===== config.mk =====
export PLATFORM = sky130hd
export DESIGN_NAME = obl_ram
export DESIGN_NICKNAME = d
export VERILOG_FILES = /design/src/rtl/obl_ram.sv
export SDC_FILE = /design/constraint.sdc
export NUM_CORES = 1
export LEC_CHECK = 0
export BUFFER_PORTS_ARGS = -buffer_cell sky130_fd_sc_hd__buf_2
export CORE_ASPECT_RATIO = 1.75
export CORE_MARGIN = 2
export CORE_UTILIZATION = 54
export CTS_BUF_LIST = sky130_fd_sc_hd__clkbuf_4 sky130_fd_sc_hd__clkbuf_8 sky130_fd_sc_hd__clkbuf_16
export DETAILED_ROUTE_END_ITERATION = 7
export GPL_ROUTABILITY_DRIVEN = 0
export PLACE_DENSITY_LB_ADDON = 0.1
export REMOVE_ABC_BUFFERS = 1
export SYNTH_ARGS = -nofsm -noshare
export SYNTH_HDL_FRONTEND = slang
export SYNTH_SLANG_ARGS = --single-unit

===== constraint.sdc =====
create_clock -name clk -period 2 [get_ports clk]
set_input_delay 0.4 -clock clk [delete_from_list [all_inputs] [get_ports clk]]
set_output_delay 0.4 -clock clk [all_outputs]
set_load 0.05 [all_outputs]

===== src/rtl/obl_ram.sv =====
// ----------------------------------------------------------------------------
// obl_ram
// Generic single-port-write, single-port-read RAM with a registered read.
// ----------------------------------------------------------------------------
module obl_ram #(
  parameter int WIDTH = 8,
  parameter int DEPTH = 16
) (
  input  logic                     clk,
  input  logic                     we,
  input  logic [$clog2(DEPTH)-1:0] waddr,
  input  logic [WIDTH-1:0]         wdata,
  input  logic                     re,
  input  logic [$clog2(DEPTH)-1:0] raddr,
  output logic [WIDTH-1:0]         rdata
);

  logic [WIDTH-1:0] mem [DEPTH];

  always_ff @(posedge clk) begin
    if (we) begin
      mem[waddr] <= wdata;
    end
    if (re) begin
      rdata <= mem[raddr];
    end
  end

endmodule


Word-level counts from Yosys, hierarchy flattened

Memory sizes are Yosys's and may differ from the RTL's. A register that Yosys moved wholly into a read port is not among the register bits.
Cells that the tools add are included.

Bits in registers: 0
Memory bits (writable): 128
Input port bits: 19
Output and inout bits: 8
Word-level logic and storage cells: 3
Memories: 1

Memories:

| name | words | width | read ports | clocked after Yosys merged registers in | write ports | RTL line | RTL |
|---|---|---|---|---|---|---|---|
| mem  | 16    | 8     | 1          | 1                                       | 1           | 18       | `logic [WIDTH-1:0] mem [DEPTH];` |

Multiplexer cells: 2

Operators by type and width:

| operator          | count |
|---|---|
| 1-bit two-way mux | 2 |

Longest topological paths before layout

Gate-level depths: netlist (run 1).

Word-level depth: 2
Mapped depth: 5
Mapped depth without buffers: 3

Worst setup path after synthesis (run 1)

Ideal clock, no wire load.

Path type: in2reg
Start point: input port waddr[2]
End point: memory mem[0][0], enable pin
Library setup time: 0.383 ns
Arrival time: 1.510 ns
Data required time: 1.617 ns
Path slack: 0.107 ns
Stages: 2
Buffers on the path: 0
Cells stage by stage: or3b_2 > nor3_1

RTL lines:

| element     | RTL line | RTL |
|---|---|---|
| from (decl) | 11       | `input logic [$clog2(DEPTH)-1:0] waddr,` |
| to (decl)   | 18       |  |

Straight into the memory's write port.

==> flow_summary_export.csv, run 1 <==
group,metric,value,unit
outcome,status,"finished, final reports clean",
synthesis,postSynthCellCount,229,
cts,clock_path_buffers,2,
synthesis,synthTopCellsByArea,"edfxtp_1, mux4_2, mux4_1",
critical_path,path_class,"in -> reg",
cts,clk_latency,0.40,ns
floorplan,num_rows,47,
synthesis,synthTopCellsByCount,"edfxtp_1, mux4_2, a22oi_1",
synthesis,synth_cell_types,18,
global_route,grt_util_all_layers,0.212,
final_layout,nets,309,
synthesis,yosys.area_share.simple,0.0314,
worst_hold_path,whs_path_depth,1,
sta,timing.final.crit_period,1.61,ns
power_and_ir_drop,leakage,2.12,nW
final_layout,instances_no_fill,422,
sta,max_freq,0.621,GHz
synthesis,synth_xor_area_frac,0,
sta,max_slew_margin,0.721,
critical_path,setup.worst_path.start,"raddr[0]",
final_layout,diodes,0,
critical_path,reg2reg_slack,0.49,ns
floorplan,dieArea,10500,um2
critical_path,cp_data_arrival_time,1.75,ns
floorplan,num_io_pins,27,
critical_path,endpoint_kind,"flop",
floorplan,dieHeight,134,um
critical_path,r2r-end,"rdata[0]",
routing,first_pass_iters,4,
sta,worstMarginPinSlew,0.419,ns
cts,holdBufCountCts,0,
place,placed_cells,393,
cts,post_cts_resized,0,
cts,clock-sinks,136,
synthesis,synth_fa_ha_area_frac,0,
critical_path,r2r_cells,3,
global_route,grt_first_pass_wirelength,15.3,mm
routing,vias,2481,
flow_run,max_cap_viol_count,0,
synthesis,syn_area,5230,um2
global_route,antenna_found_initial,0,
synthesis,yosys.area.top_type,"edfxtp_1",
synthesis,syn_area_per_cell,22.8,um2
synthesis,synth_edf_count,136,
sta,rsz0062_at_grt,"false",
synthesis,synth_flop_cell,"edfxtp_1",
cts,numCtsBuffers,17,
routing,wl,9.75,mm
cts,clkTransAtPathRegs,0.05,ns
sta,skew,0.00484,ns
worst_hold_path,hp-class,"in -> reg",
sta,period_share,0.805,
critical_path,required,2.14,ns
synthesis,synth-compound-area-share,0.0230,
critical_path,r2r_start,"mem[0][0]",
final_layout,fin_util,0.653,
cts,cts_root_buf,"clkbuf_16",
routing,via_per_inst,5.88,
critical_path,crit_fanout,17,
worst_hold_path,hold_end,"rdata[7]",
floorplan,die_x,78.4,um
power_and_ir_drop,p_per_area,1020,nW/um2
sta,finalSetupViolCount,0,
place,io_buffers,26,
floorplan,start_util,0.552,
floorplan,core,9470,um2
synthesis,ys_seq_area_frac,0.781,
synthesis,synth_top_area_frac,0.781,
synthesis,ys_ff_latch,136,
cts,htreeDepth,4,
sta,slew_viol_final,0,
power_and_ir_drop,ir_drop,0.777,mV
synthesis,ys.warnings.count,0,
global_route,globalRouteOverflowTotal,0,
sta,finalSetupTns,0,ns
critical_path,critPathLaunchType,"primary input",
routing,antenna_left,0,
cts,post-cts-setup-buffers,0,
cts,cts_tree,"done",
routing,routedWlPerCell,23.1,um
synthesis,yosysMostFrequentCell,"edfxtp_1",
worst_hold_path,hold_start,"re",
place,dpl_cell_area,5670,um2
synthesis,ys_async_sr_fraction,0,
final_layout,syn_to_final_growth,18.3,%
sta,hold_viol_final,0,
routing,drc,0,
place,hpwl,6.46,mm
final_layout,final_area,6180,um2
final_layout,drive_gt1_frac,0.317,
routing,drt_iter0_drc,166,
global_route,grt_pass1_vias,2613,
synthesis,synth_top_family_by_area,"multiplexers",
sta,hold_slack,0.351,ns
synthesis,synthMuxAreaShare,0.148,
global_route,grt_max_degree,33,
-- critical path, stage by stage --
cell	delay [ns]
buf_2	0.18
buf_12	0.20
mux4_1	0.56
a22oi_1	0.29
nand2_1	0.11
-- state kept, by name, indices dropped and copies added, names as in the netlist --
| name | count |
|---|---|
| mem | 128 |
| rdata | 8 |
-- stage by stage --
| step | worst slack (ns) | total power [W] |
|---|---|---|
| after floorplan | 0.107 | 0.00346 |
| after global placement | 0.0547 | 0.00363 |
| after CTS | 0.393 | 0.00635 |
| after detailed placement | 0.0217 | 0.00364 |
| after global routing | 0.343 | 0.00650 |
| final | 0.390 | 0.00629 |
-- cell usage in the layout (no fill, tap or decap) --
cell	instances
a22oi_1	16
and2_1	1
and2b_1	1
buf_12	4
buf_2	26
buf_4	22
bufinv_16	1
clkbuf_16	17
clkbuf_4	4
clkinv_1	5
clkinv_2	2
edfxtp_1	136
mux4_1	14
mux4_2	18
nand2_1	9
nand2b_1	2
nand3_1	1
nand3b_1	2
nor2_1	13
nor2b_1	1
nor3_1	4
or3b_2	1
-- metal layers --
layer | up-vias | part of all wire | track usage
met1 | 1283 | 0.39 | 0.250
met3 | 14 | 0.046 | 0.0686
li1 | 1105 | - | -
met4 | 0 | 0.016 | 0.0789
met2 | 79 | 0.55 | 0.362
met5 | - | 0 | 0
-- power breakdown --
part	switching, W	internal, W	total [W]
clock network	0.00100	0.00171	0.00271
logic	0.000212	0.000137	0.000350
registers	0.0000148	0.00322	0.00323
-- cells by family (layout without fill, tap and decap cells) --
group / Yosys count / after routing
compound gates: 16 / 16
buf+inv: 10 / 81
flops: 136 / 136
mux: 32 / 32
simple gates: 35 / 35
-- how the worst max path moves through the flow --
stage / endpoint / slack (ns) / cells past startpoint
3_5_place_dp: rdata[0] / 0.02 / 5
5_1_grt: rdata[1] / 0.34 / 5
4_1_cts: rdata[0] / 0.39 / 5
2_1_floorplan: mem[0][0] / 0.11 / 2
3_3_place_gp: rdata[1] / 0.05 / 5
6_report: rdata[0] / 0.39 / 5
-- area by class of cell --
cell class,instances,area (um2)
fill,606,3280
timing repair buffer,52,375
clock buffer,21,455
tap,122,153
multi-input combinational,83,1060
clock inverter,8,58.8
sequential,136,4080
Note: power is estimated with default switching activity, not from simulation.
==> run 2, diff against run 1 <==
CORE_UTILIZATION = 60   (was 54)
clock period = 1.6 ns   (was 2 ns; I/O delays follow)
==> flow_summary_export.csv, run 2 (synthesis results as in run 1) <==
group,metric,value,unit
power_and_ir_drop,ir_drop,1.05,mV
global_route,grt_pass1_vias,2547,
outcome,status,"finished, final reports clean",
routing,drc,0,
power_and_ir_drop,leakage,2.13,nW
critical_path,r2r-end,"rdata[3]",
routing,antenna_left,0,
global_route,grt_max_degree,25,
global_route,globalRouteMet1Util,0.277,
sta,max_freq,0.682,GHz
cts,post_cts_resized,0,
routing,first_pass_iters,4,
routing,drt_iter0_drc,229,
worst_hold_path,hp-class,"in -> reg",
sta,timing.final.crit_period,1.47,ns
cts,clkTransAtPathRegs,0.06,ns
final_layout,mostFrequentLayoutCells,"edfxtp_1, buf_2, buf_4",
worst_hold_path,hold_start,"re",
final_layout,syn_to_final_growth,18.4,%
final_layout,reg_top3,"mem (128), rdata (8)",
critical_path,setup.worst_path.start,"raddr[0]",
sta,hold_slack,0.274,ns
cts,clock-sinks,136,
sta,fin_ws,0.133,ns
cts,clk_latency,0.41,ns
final_layout,nets,309,
global_route,grt_first_pass_wirelength,14.3,mm
sta,worstMarginPinSlew,0.826,ns
sta,finalSetupTns,0,ns
routing,via_per_inst,5.93,
floorplan,num_rows,45,
final_layout,drive_gt1_frac,0.327,
routing,vias,2489,
critical_path,cp_slowest_cell,"mux4_1",
place,dpl_worst_slack,-0.298,ns
cts,numCtsBuffers,17,
final_layout,diodes,0,
critical_path,critical_path.cell_chain,"buf_2 > buf_12 > mux4_1 > a22oi_1 > nand2_1",
sta,max_slew_margin,0.448,
critical_path,endpoint_kind,"flop",
global_route,globalRouteMet3Util,0.0473,
global_route,globalRouteOverflowTotal,0,
global_route,antenna_found_initial,0,
critical_path,max_stage_delay,0.57,ns
sta,hold_viol_final,0,
floorplan,num_io_pins,27,
floorplan,start_util,0.611,
critical_path,critPathLaunchType,"primary input",
critical_path,crit_fanout,17,
place,hpwl,6.28,mm
routing,wl,9.30,mm
worst_hold_path,whs_path_depth,1,
floorplan,die_x,74.6,um
critical_path,required,1.75,ns
cts,clock_path_buffers,2,
routing,routedWlPerCell,22.1,um
power_and_ir_drop,p_per_area,1270,nW/um2
floorplan,dieHeight,127,um
cts,holdBufCountCts,0,
final_layout,final_common_cell,"edfxtp_1",
global_route,grt_util_all_layers,0.222,
sta,rsz0062_at_grt,"false",
final_layout,largest_reg_flops,128,
flow_run,max_cap_viol_count,0,
cts,cts_root_buf,"clkbuf_16",
floorplan,dieArea,9500,um2
final_layout,regMostFlops,"mem",
global_route,grt.busiest_layer,"met2",
sta,slew_viol_final,0,
sta,period_share,0.917,
cts,post-cts-setup-buffers,0,
floorplan,core,8560,um2
global_route,use_met2,0.377,
critical_path,r2r_start,"mem[9][3]",
critical_path,reg2reg_slack,0.13,ns
cts,htreeDepth,4,
sta,skew,0.00606,ns
worst_hold_path,hold_end,"rdata[2]",
sta,finalSetupViolCount,0,
critical_path,crit_buf_inv,2,
critical_path,path_class,"in -> reg",
critical_path,crit_family,"multiplexers",
place,io_buffers,26,
critical_path,cp_data_arrival_time,1.62,ns
cts,cts_tree,"done",
critical_path,r2r_cells,3,
[run 2: cell types whose count changed in the layout (fill, tap and decap cells not counted)]
| cell | change |
|---|---|
| clkbuf_4 | -2 |
| clkinv_1 | -1 |
| clkinv_2 | +5 |
| clkinvlp_4 | +1 |
[run 2: stage by stage]
stage / area (um2) / total power (W) / cells / util
after floorplan: 5140 / 0.00433 / 219 / -
after global placement: 5660 / 0.00454 / 388 / 0.662
after detailed placement: 5660 / 0.00455 / 388 / 0.662
after CTS: 6190 / 0.00794 / 420 / 0.723
after global routing: 6190 / 0.00813 / 420 / 0.723
final: 6190 / 0.00788 / 420 / 0.723
[run 2: power by group]
part	switching (W)	leakage [nW]	internal [W]
logic	0.000263	0.627	0.000172
registers	0.0000190	1.24	0.00402
clock network	0.00129	0.267	0.00212
[run 2: worst reg2reg max path, stage by stage (launching register included)]
cell and delay, ns:
edfxtp_1 0.36, mux4_1 0.51, a22oi_1 0.27, nand2_1 0.07
[run 2: layout make-up]
| cell class | instances | area [um2] |
|---|---|---|
| well taps | 117 | 146 |
| repair buffers | 52 | 375 |
| clock buffers | 19 | 440 |
| flip-flops and latches | 136 | 4080 |
| fillers | 516 | 2370 |
| multi-input cells | 83 | 1060 |
| clock inverters | 13 | 87.6 |
[run 2: how the worst max path moves through the flow]
stage | slack [ns] | depth (start not counted) | end
floorplan | -0.21 | 2 | mem[0][0]
global placement | -0.30 | 5 | rdata[3]
detailed placement | -0.30 | 5 | rdata[3]
CTS | 0.13 | 3 | rdata[3]
global route | 0.08 | 5 | rdata[3]
finish | 0.13 | 5 | rdata[3]
[run 2: per-layer routing]
layer	vias to the layer above	wire length [um]	part of all wire
li1	1108	-	-
met1	1275	3580	0.38
met2	95	5160	0.56
met3	11	439	0.047
met4	0	119	0.013
met5	-	0	0
==> run 3, diff against run 2 <==
CORE_MARGIN = default   (was 2)
==> flow_summary_export.csv, run 3 (synthesis results as in run 1) <==
group,metric,value,unit
power_and_ir_drop,combPwrFrac,0.053,
floorplan,num_io_pins,27,
global_route,antenna_found_initial,0,
global_route,grt_max_degree,27,
final_layout,regMostFlops,"mem",
final_layout,drive_gt1_frac,0.333,
cts,clk_latency,0.40,ns
floorplan,num_rows,44,
power_and_ir_drop,p_per_area,1310,nW/um2
sta,worstMarginPinSlew,0.748,ns
sta,max_slew_margin,0.500,
power_and_ir_drop,ir_drop,1.28,mV
final_layout,nFillCells,509,
sta,max_freq,0.676,GHz
place,dpl_cell_area,5640,um2
final_layout,syn_to_final_growth,18.5,%
power_and_ir_drop,power,0.00811,W
routing,antenna_left,0,
cts,numCtsBuffers,17,
cts,clock_path_buffers,2,
floorplan,dieArea,9100,um2
cts,cts_root_buf,"clkbuf_16",
cts,clkTransAtPathRegs,0.05,ns
final_layout,register_area,4080,um2
place,hpwl,6.35,mm
cts,post_cts_resized,0,
sta,slew_viol_final,0,
critical_path,cp_data_arrival_time,1.64,ns
power_and_ir_drop,switching_share,0.197,
sta,period_share,0.925,
final_layout,diodes,0,
floorplan,die_x,72.6,um
place,io_buffers,26,
critical_path,path_class,"reg -> reg",
final_layout,nets,309,
routing,routedWlPerCell,23.1,um
cts,holdBufCountCts,0,
power_and_ir_drop,seqPwrFrac,0.498,
critical_path,endpoint_kind,"flop",
routing,drt_iter0_drc,194,
sta,timing.final.crit_period,1.48,ns
routing,wl,9.65,mm
final_layout,final_area,6200,um2
sta,skew,0.00764,ns
global_route,grt_first_pass_wirelength,14.8,mm
power_and_ir_drop,leakage,2.14,nW
sta,hold_viol_final,0,
sta,rsz0062_at_grt,"false",
final_layout,multi_input_area,1060,um2
final_layout,mostFrequentLayoutCells,"edfxtp_1, buf_2, buf_4",
worst_hold_path,hp-class,"in -> reg",
global_route,grt_pass1_vias,2601,
cts,post-cts-setup-buffers,0,
floorplan,core,8370,um2
floorplan,start_util,0.625,
critical_path,critPathLaunchType,"flop",
power_and_ir_drop,intPower,0.00652,W
power_and_ir_drop,switchingPower,0.00160,W
cts,clock-sinks,136,
flow_run,max_cap_viol_count,0,
global_route,globalRouteOverflowTotal,0,
global_route,grt_util_all_layers,0.243,
cts,htreeDepth,4,
final_layout,reg_top3,"mem (128), rdata (8)",
routing,drc,0,
floorplan,dieHeight,125,um
final_layout,final_common_cell,"edfxtp_1",
critical_path,required,1.76,ns
sta,finalSetupViolCount,0,
final_layout,largest_reg_flops,128,
power_and_ir_drop,pwr-share-clk,0.449,
routing,first_pass_iters,4,
routing,via_per_inst,5.88,
routing,vias,2457,
outcome,status,"finished, final reports clean",
critical_path,crit_fanout,1,
cts,cts_tree,"done",
==> run 3: worst max-delay path, cell delays in order (launching register included) <==
cell and delay (ns):
edfxtp_1 0.36, mux4_1 0.51, a22oi_1 0.28, nand2_1 0.08
==> run 3: cell type report <==
| cell class | count | share of cell area |
|---|---|---|
| Clock inverter | 11 | 0.0172 |
| Tap cell | 115 | 0.0232 |
| Multi-Input combinational cell | 83 | 0.171 |
| Clock buffer | 21 | 0.0735 |
| Timing Repair Buffer | 52 | 0.0565 |
| Sequential cell | 136 | 0.659 |
==> run 3: power by group through the flow <==
stage | registers [W] | logic (W) | clock network [W]
floorplan | 0.00417 | 0.000160 | 0
global placement | 0.00411 | 0.000426 | 0
detailed placement | 0.00411 | 0.000436 | 0
CTS | 0.00404 | 0.000438 | 0.00370
global route | 0.00404 | 0.000461 | 0.00385
finish | 0.00404 | 0.000432 | 0.00364
==> run 3: metrics by stage <==
stage,setup TNS [ns],std cells,utilization,setup slack [ns],hold WS (ns)
2_1_floorplan,-1.70,219,-,-0.213,0.419
3_3_place_gp,-1.68,386,0.673,-0.259,0.690
3_5_place_dp,-1.88,386,0.673,-0.257,0.713
4_1_cts,0,418,0.741,0.114,0.283
5_1_grt,0,418,0.741,0.0658,0.279
6_report,0,418,0.741,0.120,0.297
==> run 3: path summary, 6_finish.rpt <==
kind	from	end	slack, ns	cells after the start
setup reg to reg	mem[1][3]	rdata[3]	0.12	3
hold reg to reg	mem[14][1]	rdata[1]	0.76	3
setup / recovery	mem[1][3]	rdata[3]	0.12	3
hold / removal	re	rdata[3]	0.30	1
==> run 3: routing by layer <==
metal / vias up / track usage / wire length [um]
li1: 1101 / - / -
met2: 88 / 0.412 / 5320
met4: 0 / 0.0727 / 70
met1: 1262 / 0.301 / 3810
met5: - / 0 / 0
met3: 6 / 0.0709 / 452
